--- src/sv/spq_pkg.sv ---
// Package with the shared types and codes of the sorted priority queue.
package spq_pkg;

  // Widths of the word fields.
  localparam int DataW  = 32;
  localparam int PrioW  = 8;
  localparam int CountW = 8;

  typedef logic signed [DataW-1:0] data_t;
  typedef logic [PrioW-1:0]        prio_t;
  typedef logic [CountW-1:0]       count_out_t;

  // Request codes carried by req_type.
  typedef enum logic {
    REQ_ENQ = 1'b0,
    REQ_DEQ = 1'b1
  } req_t;

  // Result status codes.
  typedef enum logic [1:0] {
    ST_DONE      = 2'd0,
    ST_OVERFLOW  = 2'd1,
    ST_UNDERFLOW = 2'd2
  } status_t;

  // Operation broadcast to every cell of the chain.
  typedef enum logic [1:0] {
    OP_HOLD = 2'd0,
    OP_PUSH = 2'd1,
    OP_POP  = 2'd2
  } cell_op_t;

  // Command that travels from the control logic to the cells.
  typedef struct packed {
    cell_op_t op;
    data_t    data;
    prio_t    prio;
  } cell_cmd_t;

  // Data word returned on an empty dequeue.
  localparam data_t UnderflowData = '1;

endpackage

--- src/sv/spq_cell.sv ---
// One cell of the queue chain: holds one entry and trades it with its neighbours.
module spq_cell (
  input  logic              clk,
  input  spq_pkg::cell_cmd_t cmd,
  input  logic              occupied,
  input  logic              left_keep,
  input  spq_pkg::data_t    left_data,
  input  spq_pkg::prio_t    left_prio,
  input  spq_pkg::data_t    right_data,
  input  spq_pkg::prio_t    right_prio,
  output logic              keep,
  output spq_pkg::data_t    data,
  output spq_pkg::prio_t    prio
);
  import spq_pkg::*;

  data_t data_next;
  prio_t prio_next;

  // An occupied entry of equal or higher priority stays where it is on a push.
  assign keep = occupied && (prio >= cmd.prio);

  // Choose the entry this cell holds after the operation.
  always_comb begin
    data_next = data;
    prio_next = prio;
    unique case (cmd.op)
      OP_HOLD: begin
        data_next = data;
      end
      OP_PUSH: begin
        if (!keep) begin
          if (left_keep) begin
            data_next = cmd.data;
            prio_next = cmd.prio;
          end else begin
            data_next = left_data;
            prio_next = left_prio;
          end
        end
      end
      OP_POP: begin
        data_next = right_data;
        prio_next = right_prio;
      end
      default: begin
        data_next = data;
      end
    endcase
  end

  // Entry storage; only cells below the count are ever read.
  always_ff @(posedge clk) begin
    data <= data_next;
    prio <= prio_next;
  end

endmodule

--- config.mk ---
export PLATFORM = sky130hd
export DESIGN_NAME = spq_cell
export DESIGN_NICKNAME = d
export VERILOG_FILES = /design/src/sv/spq_pkg.sv /design/src/sv/spq_cell.sv
export SDC_FILE = /design/constraint.sdc
export NUM_CORES = 1
export LEC_CHECK = 0
export BUFFER_PORTS_ARGS = -buffer_cell sky130_fd_sc_hd__buf_2
export CORE_MARGIN = 4
export CORE_UTILIZATION = 41
export DETAILED_ROUTE_END_ITERATION = 8
export GPL_TIMING_DRIVEN = 0
export PLACE_DENSITY = 0.88
export SETUP_SLACK_MARGIN = 0.1
export SLEW_MARGIN = 5
export SYNTH_ARGS = -nofsm -noshare
export SYNTH_HDL_FRONTEND = slang
export SYNTH_SLANG_ARGS = --single-unit
--- constraint.sdc ---
create_clock -name clk -period 5.42 [get_ports clk]
set_input_delay 1.084 -clock clk [delete_from_list [all_inputs] [get_ports clk]]
set_output_delay 1.084 -clock clk [all_outputs]
set_load 0.02 [all_outputs]
==> results.yml <==
die:
  coreArea_um2: 5200
  ios: 166
  dieArea_um2: 6750
  die_h_um: 82.1
  std_cell_rows: 26
  initial_core_util: 0.433
  die_x_um: 82.1
yosys:
  synth.area.top_cells: "edfxtp_1, mux2i_1, o21ai_0"
  yosysMostFrequentCell: "o21ai_0"
  synthSimpleGateAreaFrac: 0.0866
  syn-num-nets: 338
  ys.flop_type: "edfxtp_1"
  synth_mux_area_frac: 0.178
  synth_area_um2: 2250
  synth_cell_type_count: 19
  yosysWarnings: 0
  netlist_instances: 205
  synth_top_cell_area_share: 0.533
  synth-compound-area-share: 0.113
  yosys-top-cells-count: "o21ai_0, edfxtp_1, mux2i_1, nand2_1"
  yosysTopAreaCell: "edfxtp_1"
  synth_edf_count: 40
  async_reset_ff_frac: 0
  synth_top_family_by_area: "multiplexers"
  seq_area_frac_synth: 0.533
  synthXorXnorAreaFrac: 0
  ys_seq_elements: 40
  synth_area_per_cell_um2: 11.0
  synthAdderAreaFrac: 0.0444
timing:
  whs_ps: 990
  rsz0062_at_grt: "no"
  slew_headroom: 0.413
  hold_viol_final: 0
  finalCritPeriodShare: 0.658
  skew_ps: 5.35
  tightestPinTransition_ps: 877
  finalMaxSlewViolations: 0
  min_period_ps: 3570
  setup_violations: 0
  max_freq_ghz: 0.280
layout:
  drive_gt1_frac: 0.478
  syn_to_final_growth_pct: 45.4
  multi_input_area_um2: 961
  final_nets: 511
  regArea_um2: 1200
  diodes: 0
  nFillCells: 459
global_routing:
  antenna_found_initial: 0
  grtUsageTotal: 0.186
  grt_pass1_wl_um: 9250
  top_usage_layer: "met2"
  use_met2: 0.348
  overflow: 0
  use_met1: 0.183
  grt_use_met3: 0.0705
  grt_max_degree: 16
  first_global_vias: 2074
clock_network:
  cts_setup_buffers: 0
  cts_root_buf: "clkbuf_8"
  cts_tree: "done"
  clock_path_buffers: 2
  h-tree-depth: 2
  post_cts_resized: 0
  clock_latency_ps: 290
  numCtsBuffers: 5
  cts_hold_buf: 0
  clkTransAtPathRegs_ps: 70
  clock-sinks: 40
worst_setup_path:
  crit_slowest_cell: "ha_1"
  path_cells: "buf_2 > inv_1 > ha_1 > a211o_1 > a31oi_1 > nor3_1 > o31a_2 > buf_2"
  cpMostUsedCell: "buf_2"
  path_class: "in -> out"
  crit_required_ps: 4340
  rrSetupSlack_ps: 2820
  path_max_fanout: 2
  critPathMaxStageDelay_ps: 290
  endpoint_kind: "primary output"
  worst_ep_arrival_time_ps: 2480
  crit_buf_inv: 3
  crit_family: "compound AO/OA/AOI/OAI gates"
  cp-start-kind: "input pin"
routing:
  drt_iter0_markers: 59
  wire_per_inst_um: 14.6
  via_per_inst: 4.82
  drc: 0
  drt-pass1-iter-count: 4
  routed_wl_um: 6540
  detail-route-antenna-nets: 0
  vias: 2162
placement:
  place.gp.congestion: 0.759
  post-dp-hpwl_um: 5320
  numPortBuffers: 164
run_status:
  status: "finished, final reports clean"
min_path:
  holdCritPathClass: "reg -> reg"
power:
  power_density_nw_per_um2: 243
  p_leak_nw: 1.62
  total_power_mw: 0.797
  ir_drop_mv: 0.135
flow_run:
  max_cap_violations: 0
[flip-flops by register name, indices dropped and copies added (netlist names)]
| name | cells |
|---|---|
| data | 32 |
| prio | 8 |
[logic make-up after synthesis]
group | after synthesis
DFF | 40
AOI/OAI and AO/OA | 46
muxes | 40
and+or+nand+nor | 49
adders and majority gates | 8
buffers and inverters | 22
[stage by stage]
| stage | setup slack (ps) | instance area [µm²] | utilization | setup TNS [ps] | cells |
|---|---|---|---|---|---|
| after detailed placement | 1870 | 3200 | 0.614 | 0 | 441 |
| after floorplan | 774 | 2250 | - | 0 | 205 |
| after global placement | -174 | 3160 | 0.607 | -6880 | 439 |
| after global routing | 1800 | 3280 | 0.629 | 0 | 449 |
| after CTS | 1860 | 3280 | 0.629 | 0 | 449 |
| final | 1850 | 3280 | 0.629 | 0 | 449 |
[worst paths after layout]
kind,startpoint,endpoint,cells past startpoint
hold / removal,prio[7]$_DFFE_PP_,prio[4]$_DFFE_PP_,2
setup / recovery,cmd[2],keep,8
setup reg to reg,prio[2]$_DFFE_PP_,data[22]$_DFFE_PP_,6
hold reg to reg,prio[7]$_DFFE_PP_,prio[4]$_DFFE_PP_,2
[area by class of cell]
type	count	share of cell area
Sequential cell	40	0.367
Clock buffer	7	0.0233
Timing Repair Buffer	166	0.257
Multi-Input combinational cell	143	0.293
Inverter	8	0.00917
Tap cell	70	0.0267
Clock inverter	1	0.00115
Buffer	14	0.0222
[worst register-to-register path, cell delays in order, from the launching register on]
cell and delay (ps):
edfxtp_1 390, ha_1 300, a211o_1 250, a31oi_1 170
nor3_1 110, o41ai_4 790, buf_6 290
[power by group]
| part | total (mW) | switching, mW | internal (mW) |
|---|---|---|---|
| clock network | 0.186 | 0.0960 | 0.0896 |
| logic | 0.219 | 0.127 | 0.0923 |
| registers | 0.393 | 0.00820 | 0.385 |
| total | 0.797 | 0.231 | 0.566 |
[placed cells by master (no fill, tap or decap)]
| master | n |
|---|---|
| a211o_1 | 1 |
| a211oi_1 | 1 |
| a31oi_1 | 1 |
| buf_2 | 168 |
| buf_4 | 4 |
| buf_6 | 2 |
| clkbuf_1 | 8 |
| clkbuf_8 | 5 |
| clkinv_1 | 1 |
| edfxtp_1 | 40 |
| ha_1 | 8 |
| inv_1 | 8 |
| mux2i_1 | 40 |
| nand2_1 | 40 |
| nand2b_1 | 2 |
| nand4_1 | 1 |
| nor2_1 | 4 |
| nor2b_1 | 1 |
| nor3_1 | 1 |
| o21ai_0 | 41 |
| o31a_2 | 1 |
| o41ai_4 | 1 |
[routing by layer]
| metal | wire (µm) | up-vias |
|---|---|---|
| li1 | - | 1087 |
| met1 | 2290 | 952 |
| met2 | 3390 | 112 |
| met3 | 706 | 11 |
| met4 | 145 | 0 |
| met5 | 0 | - |
(Power assumes the default switching activity.)
